$ cat src/rtl/rail_current_averaging_monitor_defines.svh
// assertion macros for the rail current averaging monitor
// expects signals named clock and reset in the module that uses them
`ifndef RAIL_CURRENT_AVERAGING_MONITOR_DEFINES_SVH
`define RAIL_CURRENT_AVERAGING_MONITOR_DEFINES_SVH

// same-cycle implication
`define RCAM_ASSERT_IMP(name, ante, cons) \
   name: assert property (@(posedge clock) disable iff (reset) (ante) |-> (cons)) \
      else $error("rcam same-cycle check failed");

// next-cycle implication
`define RCAM_ASSERT_NXT(name, ante, cons) \
   name: assert property (@(posedge clock) disable iff (reset) (ante) |=> (cons)) \
      else $error("rcam next-cycle check failed");

`endif

$ cat src/rtl/rcam_pkg.sv
// shared types, widths and codes of the rail current averaging monitor
// no dependencies
package rcam_pkg;

   localparam int ADC_BITS = 12;
   localparam int SUM_BITS = 32;

   localparam int THR_W   = 12;
   localparam int SCALE_W = 11;
   localparam int OFS_W   = 16;
   localparam int MA_W    = OFS_W;
   localparam int CNT_W   = 32;
   localparam int AVG_W   = 32;
   localparam int CMD_W   = 8;
   localparam int KIND_W  = 2;
   localparam int LEN_W   = 3;
   localparam int CSR_IDX_W = 2;

   localparam int RAILS  = 3;
   localparam int RAIL_W = 2;

   // divide by 1000 as multiply by a rounded-up reciprocal, exact for PROD_W-bit products
   localparam int PROD_W     = SCALE_W + ADC_BITS;
   localparam int RECIP_SH   = PROD_W + 10;
   localparam int RECIP_M_W  = RECIP_SH - 9;
   localparam int RECIP_W    = PROD_W + RECIP_M_W;
   localparam int QUO_W      = PROD_W - 9;
   localparam logic [63:0] RECIP_M = ((64'd1 << RECIP_SH) + 64'd999) / 64'd1000;

   localparam int STEP_W = $clog2(SUM_BITS);

   localparam int QUEUE_DEPTH = 2;
   localparam int QPTR_W = (QUEUE_DEPTH > 1) ? $clog2(QUEUE_DEPTH) : 1;
   localparam int QCNT_W = $clog2(QUEUE_DEPTH + 1);

   localparam logic MODE_SAMPLE = 1'b0;

   localparam logic [CMD_W-1:0] CMD_STATUS  = 8'h01;
   localparam logic [CMD_W-1:0] CMD_AVG_3V3 = 8'h02;
   localparam logic [CMD_W-1:0] CMD_AVG_5V  = 8'h03;
   localparam logic [CMD_W-1:0] CMD_AVG_12V = 8'h04;

   localparam logic [RAIL_W-1:0] RAIL_12V  = 2'd0;
   localparam logic [RAIL_W-1:0] RAIL_5V   = 2'd1;
   localparam logic [RAIL_W-1:0] RAIL_3V3  = 2'd2;
   localparam logic [RAIL_W-1:0] RAIL_LAST = RAIL_3V3;

   localparam logic [KIND_W-1:0] KIND_STATUS = 2'd0;
   localparam logic [KIND_W-1:0] KIND_AVG    = 2'd1;
   localparam logic [KIND_W-1:0] KIND_EMPTY  = 2'd2;

   localparam logic [LEN_W-1:0] LEN_STATUS = 3'd1;
   localparam logic [LEN_W-1:0] LEN_WORD   = 3'd4;

   localparam logic [AVG_W-1:0] EMPTY_MARK = 32'd69;

   localparam logic [CSR_IDX_W-1:0] REG_THRESHOLD = 2'd0;
   localparam logic [CSR_IDX_W-1:0] REG_SCALE     = 2'd1;
   localparam logic [CSR_IDX_W-1:0] REG_OFFSET    = 2'd2;

   localparam logic [THR_W-1:0]   THRESHOLD_RESET = 12'd500;
   localparam logic [SCALE_W-1:0] SCALE_RESET     = 11'd805;
   localparam logic [OFS_W-1:0]   OFFSET_RESET    = 16'd3298;

   typedef enum logic [1:0] {
      OP_SAMPLE,
      OP_STATUS,
      OP_AVG
   } rcam_op_type;

   typedef enum logic [2:0] {
      BK_IDLE,
      BK_MUL,
      BK_RECIP,
      BK_ACC,
      BK_CHECK,
      BK_DIV,
      BK_REPLY
   } rcam_state_type;

   typedef struct packed {
      rcam_op_type                         op;
      logic [RAIL_W-1:0]                   rail;
      logic [RAILS-1:0][ADC_BITS-1:0]      volt;
      logic [RAILS-1:0][ADC_BITS-1:0]      cur;
   } rcam_entry_type;

   typedef struct packed {
      logic [THR_W-1:0]   threshold;
      logic [SCALE_W-1:0] scale;
      logic [OFS_W-1:0]   offset;
   } rcam_cfg_type;

endpackage

$ cat src/rtl/rcam_front.sv
// front end: takes request beats, sorts them into sample / status / average work
// and drops unknown commands; depends on rcam_pkg
module rcam_front (
   input  logic                          clock,
   input  logic                          reset,
   input  logic                          req_valid,
   output logic                          req_stall,
   input  logic                          req_mode,
   input  logic [rcam_pkg::CMD_W-1:0]    req_command_code,
   input  logic [rcam_pkg::ADC_BITS-1:0] req_volt_raw_12v,
   input  logic [rcam_pkg::ADC_BITS-1:0] req_volt_raw_5v,
   input  logic [rcam_pkg::ADC_BITS-1:0] req_volt_raw_3v3,
   input  logic [rcam_pkg::ADC_BITS-1:0] req_cur_raw_12v,
   input  logic [rcam_pkg::ADC_BITS-1:0] req_cur_raw_5v,
   input  logic [rcam_pkg::ADC_BITS-1:0] req_cur_raw_3v3,
   output logic                          push,
   output rcam_pkg::rcam_entry_type      push_entry,
   input  logic                          q_full
);
   import rcam_pkg::*;

   logic           fr_valid_ff, fr_valid_in;
   rcam_entry_type fr_entry_ff, fr_entry_in;
   logic           keep;
   logic           accept;

   always_comb begin
      fr_entry_in = '0;
      keep = 1'b1;
      fr_entry_in.volt[RAIL_12V] = req_volt_raw_12v;
      fr_entry_in.volt[RAIL_5V]  = req_volt_raw_5v;
      fr_entry_in.volt[RAIL_3V3] = req_volt_raw_3v3;
      fr_entry_in.cur[RAIL_12V]  = req_cur_raw_12v;
      fr_entry_in.cur[RAIL_5V]   = req_cur_raw_5v;
      fr_entry_in.cur[RAIL_3V3]  = req_cur_raw_3v3;
      if (req_mode == MODE_SAMPLE) begin
         fr_entry_in.op   = OP_SAMPLE;
         fr_entry_in.rail = RAIL_12V;
      end else begin
         case (req_command_code)
            CMD_STATUS: begin
               fr_entry_in.op   = OP_STATUS;
               fr_entry_in.rail = RAIL_12V;
            end
            CMD_AVG_3V3: begin
               fr_entry_in.op   = OP_AVG;
               fr_entry_in.rail = RAIL_3V3;
            end
            CMD_AVG_5V: begin
               fr_entry_in.op   = OP_AVG;
               fr_entry_in.rail = RAIL_5V;
            end
            CMD_AVG_12V: begin
               fr_entry_in.op   = OP_AVG;
               fr_entry_in.rail = RAIL_12V;
            end
            default: begin
               // unknown command: swallowed here, nothing reaches the back end
               keep = 1'b0;
            end
         endcase
      end
   end

   assign req_stall = fr_valid_ff && q_full;
   assign accept    = req_valid && !req_stall;
   assign push      = fr_valid_ff && !q_full;
   assign push_entry = fr_entry_ff;

   always_comb begin
      if (req_stall) begin
         fr_valid_in = fr_valid_ff;
      end else begin
         fr_valid_in = accept && keep;
      end
   end

   always_ff @(posedge clock) begin
      if (reset) begin
         fr_valid_ff <= 1'b0;
      end else begin
         fr_valid_ff <= fr_valid_in;
      end
   end

   always_ff @(posedge clock) begin
      if (accept) begin
         fr_entry_ff <= fr_entry_in;
      end
   end

endmodule

$ cat src/rtl/rcam_queue.sv
// short work queue between front and back end
// depends on rcam_pkg
module rcam_queue (
   input  logic                     clock,
   input  logic                     reset,
   input  logic                     push,
   input  rcam_pkg::rcam_entry_type push_entry,
   output logic                     full,
   input  logic                     pop,
   output logic                     head_valid,
   output rcam_pkg::rcam_entry_type head_entry
);
   import rcam_pkg::*;

   rcam_entry_type      slot_ff [QUEUE_DEPTH];
   logic [QPTR_W-1:0]   wr_ptr_ff, wr_ptr_in;
   logic [QPTR_W-1:0]   rd_ptr_ff, rd_ptr_in;
   logic [QCNT_W-1:0]   count_ff, count_in;
   logic                do_push;
   logic                do_pop;

   assign full       = (count_ff == QCNT_W'(QUEUE_DEPTH));
   assign head_valid = (count_ff != '0);
   assign head_entry = slot_ff[rd_ptr_ff];

   assign do_push = push && !full;
   assign do_pop  = pop && head_valid;

   // depth is a power of two, so the pointers wrap by themselves
   assign wr_ptr_in = do_push ? wr_ptr_ff + QPTR_W'(1) : wr_ptr_ff;
   assign rd_ptr_in = do_pop  ? rd_ptr_ff + QPTR_W'(1) : rd_ptr_ff;

   always_comb begin
      count_in = count_ff;
      if (do_push && !do_pop) begin
         count_in = count_ff + QCNT_W'(1);
      end else if (do_pop && !do_push) begin
         count_in = count_ff - QCNT_W'(1);
      end
   end

   always_ff @(posedge clock) begin
      if (reset) begin
         wr_ptr_ff <= '0;
         rd_ptr_ff <= '0;
         count_ff  <= '0;
      end else begin
         wr_ptr_ff <= wr_ptr_in;
         rd_ptr_ff <= rd_ptr_in;
         count_ff  <= count_in;
      end
   end

   always_ff @(posedge clock) begin
      if (do_push) begin
         slot_ff[wr_ptr_ff] <= push_entry;
      end
   end

endmodule

$ cat src/rtl/rcam_back.sv
// back end: current conversion and accumulation, serial average divider,
// reply register; depends on rcam_pkg and the assertion macro header
`include "rail_current_averaging_monitor_defines.svh"

module rcam_back (
   input  logic                        clock,
   input  logic                        reset,
   input  rcam_pkg::rcam_cfg_type      cfg,
   input  logic                        q_valid,
   input  rcam_pkg::rcam_entry_type    q_head,
   output logic                        q_pop,
   output logic                        rsp_valid,
   input  logic                        rsp_stall,
   output logic [rcam_pkg::KIND_W-1:0] rsp_reply_kind,
   output logic                        rsp_rail_fault,
   output logic [rcam_pkg::AVG_W-1:0]  rsp_average_ma,
   output logic [rcam_pkg::LEN_W-1:0]  rsp_reply_length
);
   import rcam_pkg::*;

   rcam_state_type state_ff, state_in;
   logic [RAIL_W-1:0] rail_ff, rail_in;

   logic [ADC_BITS-1:0] volts_ff [RAILS];
   logic [SUM_BITS-1:0] sums_ff  [RAILS];
   logic [CNT_W-1:0]    cnts_ff  [RAILS];

   logic [PROD_W-1:0]   prod_ff, prod_in;
   logic [RECIP_W-1:0]  recip_ff, recip_in;
   logic [QUO_W-1:0]    quo_conv;
   logic [MA_W+QUO_W-1:0] ma_diff;
   logic [MA_W-1:0]     ma;

   logic [CNT_W-1:0]    rem_ff, rem_in;
   logic [SUM_BITS-1:0] quo_ff, quo_in;
   logic [STEP_W-1:0]   step_ff, step_in;
   logic [CNT_W:0]      rem_shift;
   logic [CNT_W:0]      den;
   logic                rem_ge;

   logic [SUM_BITS-1:0] sum_sel;
   logic [CNT_W-1:0]    cnt_sel;
   logic                cnt_zero;
   logic                fault;

   logic rsp_valid_ff, rsp_valid_in;
   logic [KIND_W-1:0] rsp_kind_ff, rsp_kind_in;
   logic              rsp_fault_ff, rsp_fault_in;
   logic [AVG_W-1:0]  rsp_avg_ff, rsp_avg_in;
   logic [LEN_W-1:0]  rsp_len_ff, rsp_len_in;
   logic              rsp_free;

   logic ld_volts, do_acc, div_init, div_step, ld_rsp, clr_rail;

   assign sum_sel  = sums_ff[rail_ff];
   assign cnt_sel  = cnts_ff[rail_ff];
   assign cnt_zero = (cnt_sel == '0);
   assign rsp_free = !rsp_valid_ff || !rsp_stall;

   always_comb begin
      fault = 1'b0;
      for (int i = 0; i < RAILS; i++) begin
         if ((ADC_BITS+THR_W)'(volts_ff[i]) < (ADC_BITS+THR_W)'(cfg.threshold)) begin
            fault = 1'b1;
         end
      end
   end

   // next state
   always_comb begin
      state_in = state_ff;
      case (state_ff)
         BK_IDLE: begin
            if (q_valid) begin
               case (q_head.op)
                  OP_SAMPLE: state_in = BK_MUL;
                  OP_STATUS: state_in = BK_REPLY;
                  OP_AVG:    state_in = BK_CHECK;
                  default:   state_in = BK_IDLE;
               endcase
            end
         end
         BK_MUL:   state_in = BK_RECIP;
         BK_RECIP: state_in = BK_ACC;
         BK_ACC:   state_in = (rail_ff == RAIL_LAST) ? BK_IDLE : BK_MUL;
         BK_CHECK: state_in = cnt_zero ? BK_REPLY : BK_DIV;
         BK_DIV:   state_in = (step_ff == STEP_W'(SUM_BITS - 1)) ? BK_REPLY : BK_DIV;
         BK_REPLY: state_in = rsp_free ? BK_IDLE : BK_REPLY;
         default:  state_in = BK_IDLE;
      endcase
   end

   // controls
   always_comb begin
      ld_volts = 1'b0;
      do_acc   = 1'b0;
      div_init = 1'b0;
      div_step = 1'b0;
      ld_rsp   = 1'b0;
      q_pop    = 1'b0;
      case (state_ff)
         BK_IDLE:  ld_volts = q_valid && (q_head.op == OP_SAMPLE);
         BK_ACC: begin
            do_acc = 1'b1;
            q_pop  = (rail_ff == RAIL_LAST);
         end
         BK_CHECK: div_init = !cnt_zero;
         BK_DIV:   div_step = 1'b1;
         BK_REPLY: begin
            ld_rsp = rsp_free;
            q_pop  = rsp_free;
         end
         default: begin
         end
      endcase
      clr_rail = ld_rsp && (q_head.op == OP_AVG) && !cnt_zero;
   end

   always_comb begin
      rail_in = rail_ff;
      if (state_ff == BK_IDLE && q_valid) begin
         rail_in = (q_head.op == OP_AVG) ? q_head.rail : RAIL_12V;
      end else if (do_acc) begin
         rail_in = (rail_ff == RAIL_LAST) ? RAIL_12V : rail_ff + RAIL_W'(1);
      end
   end

   // current conversion: scale product, reciprocal product, then offset subtract
   assign prod_in  = PROD_W'(cfg.scale) * PROD_W'(q_head.cur[rail_ff]);
   assign recip_in = RECIP_W'(prod_ff) * RECIP_W'(RECIP_M[RECIP_M_W-1:0]);
   assign quo_conv = recip_ff[RECIP_SH +: QUO_W];
   assign ma_diff  = {{QUO_W{1'b0}}, cfg.offset} - {{MA_W{1'b0}}, quo_conv};
   assign ma       = ma_diff[MA_W-1:0];

   // restoring divider, one quotient bit per cycle
   assign den       = {1'b0, cnt_sel};
   assign rem_shift = {rem_ff, quo_ff[SUM_BITS-1]};
   assign rem_ge    = (rem_shift >= den);

   always_comb begin
      rem_in  = rem_ff;
      quo_in  = quo_ff;
      step_in = step_ff;
      if (div_init) begin
         rem_in  = '0;
         quo_in  = sum_sel;
         step_in = '0;
      end else if (div_step) begin
         // the remainder stays below the count, so it fits the count width
         rem_in  = rem_ge ? CNT_W'(rem_shift - den) : rem_shift[CNT_W-1:0];
         quo_in  = {quo_ff[SUM_BITS-2:0], rem_ge};
         step_in = step_ff + STEP_W'(1);
      end
   end

   always_comb begin
      rsp_kind_in  = KIND_STATUS;
      rsp_fault_in = 1'b0;
      rsp_avg_in   = '0;
      rsp_len_in   = LEN_STATUS;
      case (q_head.op)
         OP_STATUS: begin
            rsp_fault_in = fault;
         end
         OP_AVG: begin
            rsp_len_in = LEN_WORD;
            if (cnt_zero) begin
               rsp_kind_in = KIND_EMPTY;
               rsp_avg_in  = EMPTY_MARK;
            end else begin
               rsp_kind_in = KIND_AVG;
               rsp_avg_in  = AVG_W'(quo_ff);
            end
         end
         default: begin
         end
      endcase
   end

   assign rsp_valid_in = ld_rsp ? 1'b1 : (rsp_valid_ff && rsp_stall);

   always_ff @(posedge clock) begin
      if (reset) begin
         state_ff     <= BK_IDLE;
         rail_ff      <= RAIL_12V;
         rsp_valid_ff <= 1'b0;
         for (int i = 0; i < RAILS; i++) begin
            volts_ff[i] <= '0;
            sums_ff[i]  <= '0;
            cnts_ff[i]  <= '0;
         end
      end else begin
         state_ff     <= state_in;
         rail_ff      <= rail_in;
         rsp_valid_ff <= rsp_valid_in;
         if (ld_volts) begin
            for (int i = 0; i < RAILS; i++) begin
               volts_ff[i] <= q_head.volt[i];
            end
         end
         if (do_acc) begin
            sums_ff[rail_ff] <= sum_sel + SUM_BITS'(ma);
            cnts_ff[rail_ff] <= cnt_sel + CNT_W'(1);
         end else if (clr_rail) begin
            sums_ff[rail_ff] <= '0;
            cnts_ff[rail_ff] <= '0;
         end
      end
   end

   always_ff @(posedge clock) begin
      prod_ff  <= prod_in;
      recip_ff <= recip_in;
      rem_ff   <= rem_in;
      quo_ff   <= quo_in;
      step_ff  <= step_in;
      if (ld_rsp) begin
         rsp_kind_ff  <= rsp_kind_in;
         rsp_fault_ff <= rsp_fault_in;
         rsp_avg_ff   <= rsp_avg_in;
         rsp_len_ff   <= rsp_len_in;
      end
   end

   assign rsp_valid        = rsp_valid_ff;
   assign rsp_reply_kind   = rsp_kind_ff;
   assign rsp_rail_fault   = rsp_fault_ff;
   assign rsp_average_ma   = rsp_avg_ff;
   assign rsp_reply_length = rsp_len_ff;

   `RCAM_ASSERT_IMP(a_div_nonzero_den, state_ff == BK_DIV, cnt_sel != '0)
   `RCAM_ASSERT_IMP(a_pop_has_entry, q_pop, q_valid)
   `RCAM_ASSERT_NXT(a_pop_ends_item, q_pop, state_ff == BK_IDLE)
   `RCAM_ASSERT_IMP(a_len_matches_kind, rsp_valid_ff,
      (rsp_kind_ff == KIND_STATUS) == (rsp_len_ff == LEN_STATUS))

endmodule

$ cat src/rtl/rail_current_averaging_monitor.sv
// a sample beat walks the back end through all three rails, each a scale multiply,
// a reciprocal multiply for the divide by 1000 and an accumulate step
// status command: the front register, the queue, then the reply register; average command:
// also the count check and, for a non-empty rail, the one-bit-per-cycle restoring divider
// a two-entry queue lets the front take beats while the back end works or a reply waits
// synchronous reset clears all sums, counts, voltages and loads register defaults
module rail_current_averaging_monitor (
   input  logic                           clock,
   input  logic                           reset,
   input  logic                           req_valid,
   output logic                           req_stall,
   input  logic                           req_mode,
   input  logic [rcam_pkg::CMD_W-1:0]     req_command_code,
   input  logic [rcam_pkg::ADC_BITS-1:0]  req_volt_raw_12v,
   input  logic [rcam_pkg::ADC_BITS-1:0]  req_volt_raw_5v,
   input  logic [rcam_pkg::ADC_BITS-1:0]  req_volt_raw_3v3,
   input  logic [rcam_pkg::ADC_BITS-1:0]  req_cur_raw_12v,
   input  logic [rcam_pkg::ADC_BITS-1:0]  req_cur_raw_5v,
   input  logic [rcam_pkg::ADC_BITS-1:0]  req_cur_raw_3v3,
   output logic                           rsp_valid,
   input  logic                           rsp_stall,
   output logic [rcam_pkg::KIND_W-1:0]    rsp_reply_kind,
   output logic                           rsp_rail_fault,
   output logic [rcam_pkg::AVG_W-1:0]     rsp_average_ma,
   output logic [rcam_pkg::LEN_W-1:0]     rsp_reply_length,
   input  logic                           csr_valid,
   output logic                           csr_ready,
   input  logic [rcam_pkg::CSR_IDX_W-1:0] csr_index,
   input  logic [rcam_pkg::OFS_W-1:0]     csr_wdata
);
   import rcam_pkg::*;

   rcam_cfg_type   cfg_ff, cfg_in;
   logic           push;
   rcam_entry_type push_entry;
   logic           q_full;
   logic           q_pop;
   logic           q_valid;
   rcam_entry_type q_head;

   assign csr_ready = 1'b1;

   always_comb begin
      cfg_in = cfg_ff;
      if (csr_valid && csr_ready) begin
         case (csr_index)
            REG_THRESHOLD: cfg_in.threshold = csr_wdata[THR_W-1:0];
            REG_SCALE:     cfg_in.scale     = csr_wdata[SCALE_W-1:0];
            REG_OFFSET:    cfg_in.offset    = csr_wdata[OFS_W-1:0];
            default: begin
            end
         endcase
      end
   end

   always_ff @(posedge clock) begin
      if (reset) begin
         cfg_ff.threshold <= THRESHOLD_RESET;
         cfg_ff.scale     <= SCALE_RESET;
         cfg_ff.offset    <= OFFSET_RESET;
      end else begin
         cfg_ff <= cfg_in;
      end
   end

   rcam_front u_front (
      .clock            (clock),
      .reset            (reset),
      .req_valid        (req_valid),
      .req_stall        (req_stall),
      .req_mode         (req_mode),
      .req_command_code (req_command_code),
      .req_volt_raw_12v (req_volt_raw_12v),
      .req_volt_raw_5v  (req_volt_raw_5v),
      .req_volt_raw_3v3 (req_volt_raw_3v3),
      .req_cur_raw_12v  (req_cur_raw_12v),
      .req_cur_raw_5v   (req_cur_raw_5v),
      .req_cur_raw_3v3  (req_cur_raw_3v3),
      .push             (push),
      .push_entry       (push_entry),
      .q_full           (q_full)
   );

   rcam_queue u_queue (
      .clock      (clock),
      .reset      (reset),
      .push       (push),
      .push_entry (push_entry),
      .full       (q_full),
      .pop        (q_pop),
      .head_valid (q_valid),
      .head_entry (q_head)
   );

   rcam_back u_back (
      .clock            (clock),
      .reset            (reset),
      .cfg              (cfg_ff),
      .q_valid          (q_valid),
      .q_head           (q_head),
      .q_pop            (q_pop),
      .rsp_valid        (rsp_valid),
      .rsp_stall        (rsp_stall),
      .rsp_reply_kind   (rsp_reply_kind),
      .rsp_rail_fault   (rsp_rail_fault),
      .rsp_average_ma   (rsp_average_ma),
      .rsp_reply_length (rsp_reply_length)
   );

endmodule

$ cat config.mk
export PLATFORM = sky130hd
export DESIGN_NAME = rail_current_averaging_monitor
export DESIGN_NICKNAME = d
export VERILOG_FILES = /design/src/rtl/rcam_pkg.sv /design/src/rtl/rcam_front.sv /design/src/rtl/rcam_queue.sv /design/src/rtl/rcam_back.sv /design/src/rtl/rail_current_averaging_monitor.sv
export VERILOG_INCLUDE_DIRS = /design/src /design/src/rtl
export SDC_FILE = /design/constraint.sdc
export NUM_CORES = 2
export LEC_CHECK = 0
export BUFFER_PORTS_ARGS = -buffer_cell sky130_fd_sc_hd__buf_4
export CAP_MARGIN = 10
export CORE_UTILIZATION = 60
export CTS_CLUSTER_SIZE = 12
export DETAILED_ROUTE_END_ITERATION = 12
export PLACE_DENSITY = 0.77
export SLEW_MARGIN = 20
export SYNTH_ARGS = -nofsm -noshare
export SYNTH_HDL_FRONTEND = slang
export SYNTH_SLANG_ARGS = --single-unit
$ cat constraint.sdc
create_clock -name clock -period 12.5 [get_ports clock]
set_clock_uncertainty 0.1 [all_clocks]
set_input_delay 0.625 -clock clock [delete_from_list [all_inputs] [get_ports clock]]
set_output_delay 0.625 -clock clock [all_outputs]
set_load 0.01 [all_outputs]
==> qor.csv <==
metric;value;unit
Hold Buf Count CTS;3;
Worst EP required;12.97;ns
routing usage on met1;36.1;%
GRT met2 Usage;41.9;%
Post-DRT Antenna Nets;0;
synth unique cells;78;
total gr overflow;0;
Max Freq;136;MHz
max incr delay on CP;0.55;ns
chip height;273;microns
Hold Vio Cnt, Final;0;
CTS tree;yes;
Sink Count;716;
antenna violations before repair;1;
Top Ports;145;
Port Buffers;142;
Die Area;0.0747;sq mm
Register Area;0.0202;sq mm
TritonRoute pass-1 iters;6;
Cell Chain, Critical Path;fa_1 > fa_1 > inv_1 > fa_1 > inv_1 > fa_1 > fa_1 > fa_1 > inv_1 > fa_1 > inv_1 > ha_1 > a21oi_1 > nand2_1 > a2111oi_0 > o21ai_0 > o22ai_1 > o22ai_1 > or2_2 > a221oi_1 > xnor2_1;
Max FO, Critical Path;8;
Root Driver;clkbuf_16;
largest net degree at the start of global routing;77;
Main synth FF type;edfxtp_1;
core region area;0.0730;sq mm
RSZ-0062 raised after global routing;no;
Die Wd;273;microns
crit path time final;7.36;ns
Worst Slack Setup Final;5.14;ns
measured slew at the worst slew-check pin;1.12;ns
First DRT Iteration DRCs;2335;
Post-synth EDFFs;589;
final WL;95200;microns
sequential area share after synthesis;45.8;%
Syn Area/Cell;11.6;sq um
Setup WS pre-CTS;5.12;ns
reg2reg start;u_back.prod_ff[21];
TritonCTS buffer count;76;
dpl hpwl;67800;microns
Final Cycle Share;58.9;%
Filler cells;5342;
CTS clock-pin slew for the worst setup and hold paths;0.06;ns
Final setup viols;0;
crit path kind;register to register;
CP most frequent cell;fa_1;
layout cells sized above 1;10.3;%
GPL Wtd Cong;0.948;
fin cells;4944;
Crit-path slowest cell;dfxtp_1;
worst-case clock buffer depth;3;
vias in the first global route;28500;
asr flop ratio synth;0;%
multi-input logic area;0.0214;sq mm
Syn. warnings;0;
Global Route Usage Sum;25.9;%
clk_lat worst skew;0.66;ns
FF-to-FF path depth;21;
max-cap violations;0;
# placed instances;4800;
post_cts resized;0;
Fin Setup TNS;0;ns
grt peak-use layer;met2;
Crit Reg-Reg Endpoint;u_back.recip_ff[40];
Worst slew margin;25.2;%
net count after synthesis;4562;
Netlist Area Pre-Place;0.0442;sq mm
hold path start;req_volt_raw_3v3[7];
Area Growth Syn to Fin;9.93;%
Wirelength per Cell;19.3;microns
Rows;99;
drt via density;5.71;
Post-CTS Setup Inserts;0;
r2r setup slk;5.14;ns
worst min-delay path category;primary input to register;
Final Net Count;4678;
H-tree Lvls;3;
Slew Viols, Final;0;
Startpoint Class;register;
#FFs+latches synth;716;
Crit path arrival time;7.83;ns
Initial Util;60.6;%
status;finished, final reports clean;
Via Count;28200;
Syn Inst Count;3808;
grt met3 use;4.56;%
# DRC;0;
Min-Delay Endpoint;u_front.push_entry[67];
Hold Path Depth;1;
CP Capture Type;register;
first-pass GRT wire length;151000;microns
[critical path, delay by kind of cell, from the launching register on]
family,cells,cell delay [ns]
compound gates,6,1.82
xor+xnor,1,0.15
fa+ha+maj,8,4.01
buf+inv,4,0.23
flops,1,0.55
simple gates,2,0.46
[layout by cell type (no fill, tap or decap), types with 14 or more instances in the layout]
master and n:
a211o_1 14, a211oi_1 22, a21o_1 66, a21oi_1 145
a31oi_1 15, and2_1 92, and3_1 17, buf_4 165
clkbuf_1 36, clkbuf_16 77, dfxtp_1 124, edfxtp_1 589
fa_1 247, ha_1 403, inv_1 536, mux2_2 43
mux2i_1 94, mux4_2 61, nand2_1 290, nand3_1 31
nand3b_1 18, nand4_1 24, nor2_1 371, nor2b_1 22
nor3_1 42, o21a_1 17, o21ai_0 91, xnor2_1 88
xor2_1 37
[cell usage after synthesis, drive strengths merged, types with 8 or more instances]
cell type    n  area (sq um)
o21a        17           128
inv        537          2020
o21bai      13          97.6
a21o        66           495
nand3       31           155
and3        19           119
a211oi      22           165
edfxtp     589         17700
mux2i       94           941
nand2      292          1100
mux2        43           484
clkbuf      85           319
nor4        12          93.8
nand3b      18           135
nand2b      16           100
a31oi       15          93.8
nor3        43           220
or2         11          68.8
or3         13          86.3
nor2b       24           150
nor2       374          1410
fa         247          4940
o21ai       98           490
xor2        37           324
xnor2       88           771
buf         47           280
mux4        61          1370
a2111oi      8          70.1
and2        94           591
nand4       25           163
a21oi      145           726
a311oi       8          70.1
dfxtp      127          2540
ha         403          5040
a211o       14           123
o211ai       8          65.1
[cell families after synthesis]
family                   after synthesis  share of synthesized area, %
AND/OR/NAND/NOR                      983                          10.2
flip-flops                           716                          45.8
multiplexers                         198                          6.34
buffers and inverters                669                          5.92
other                                  2                        0.0170
XOR/XNOR                             125                          2.48
adder cells (fa/ha/maj)              650                          22.6
AO/OA/AOI/OAI                        465                          6.69
[area by class of cell]
cell class / instances / share of cell area, %
Multi-Input combinational cell: 2423 / 44.1
Clock buffer: 119 / 4.42
Antenna cell: 1 / 0.00515
Inverter: 537 / 4.15
Clock inverter: 19 / 0.515
Sequential cell: 716 / 41.7
Tap cell: 959 / 2.47
Timing Repair Buffer: 170 / 2.69
[metrics by stage]
step                area [sq um]  utilization [%]  hold WS, ns
floorplan                  44200                -        0.321
global placement           46100             63.2        0.321
detailed placement         46100             63.2        0.329
CTS                        48500             66.5    0.0000506
global route               48600             66.6      0.00153
finish                     48600             66.6       0.0336
[worst max-delay path by stage]
stage,start,endpoint,slack (ns),depth (start not counted)
2_1_floorplan,u_back.prod_ff[21],u_back.recip_ff[40],5.97,21
3_3_place_gp,u_back.rail_ff[1],u_back.prod_ff[21],5.34,20
3_5_place_dp,u_back.rail_ff[1],u_back.prod_ff[21],5.12,20
4_1_cts,u_back.rail_ff[1],u_back.prod_ff[21],5.10,20
5_1_grt,u_back.prod_ff[22],u_back.recip_ff[40],4.91,21
6_report,u_back.prod_ff[21],u_back.recip_ff[40],5.14,21
[state kept, by name (all words and copies together), names as in the netlist, 2 cells and up, named ones only]
signal                   flops
u_queue.slot_ff            152
u_back.cnts_ff             128
u_back.sums_ff             128
u_front.push_entry          76
cfg_ff                      39
u_back.volts_ff             36
u_back.quo_ff               32
u_back.rem_ff               32
u_back.rsp_average_ma       32
u_back.prod_ff              23
u_back.recip_ff             14
u_back.step_ff               5
u_back.state_ff              3
u_back.rail_ff               2
u_back.rsp_reply_kind        2
u_back.rsp_reply_length      2
u_queue.count_ff             2
[per-layer routing]
metal / vias to the layer above / part of all wire [%]
met5: - / 0
met4: 0 / 2.4
met3: 177 / 7.3
met2: 1048 / 47
met1: 13700 / 44
li1: 13300 / -
Power is left out: the tool's default activity adds up to more than one toggle a clock period on the data nets, which glitch-free logic cannot reach.
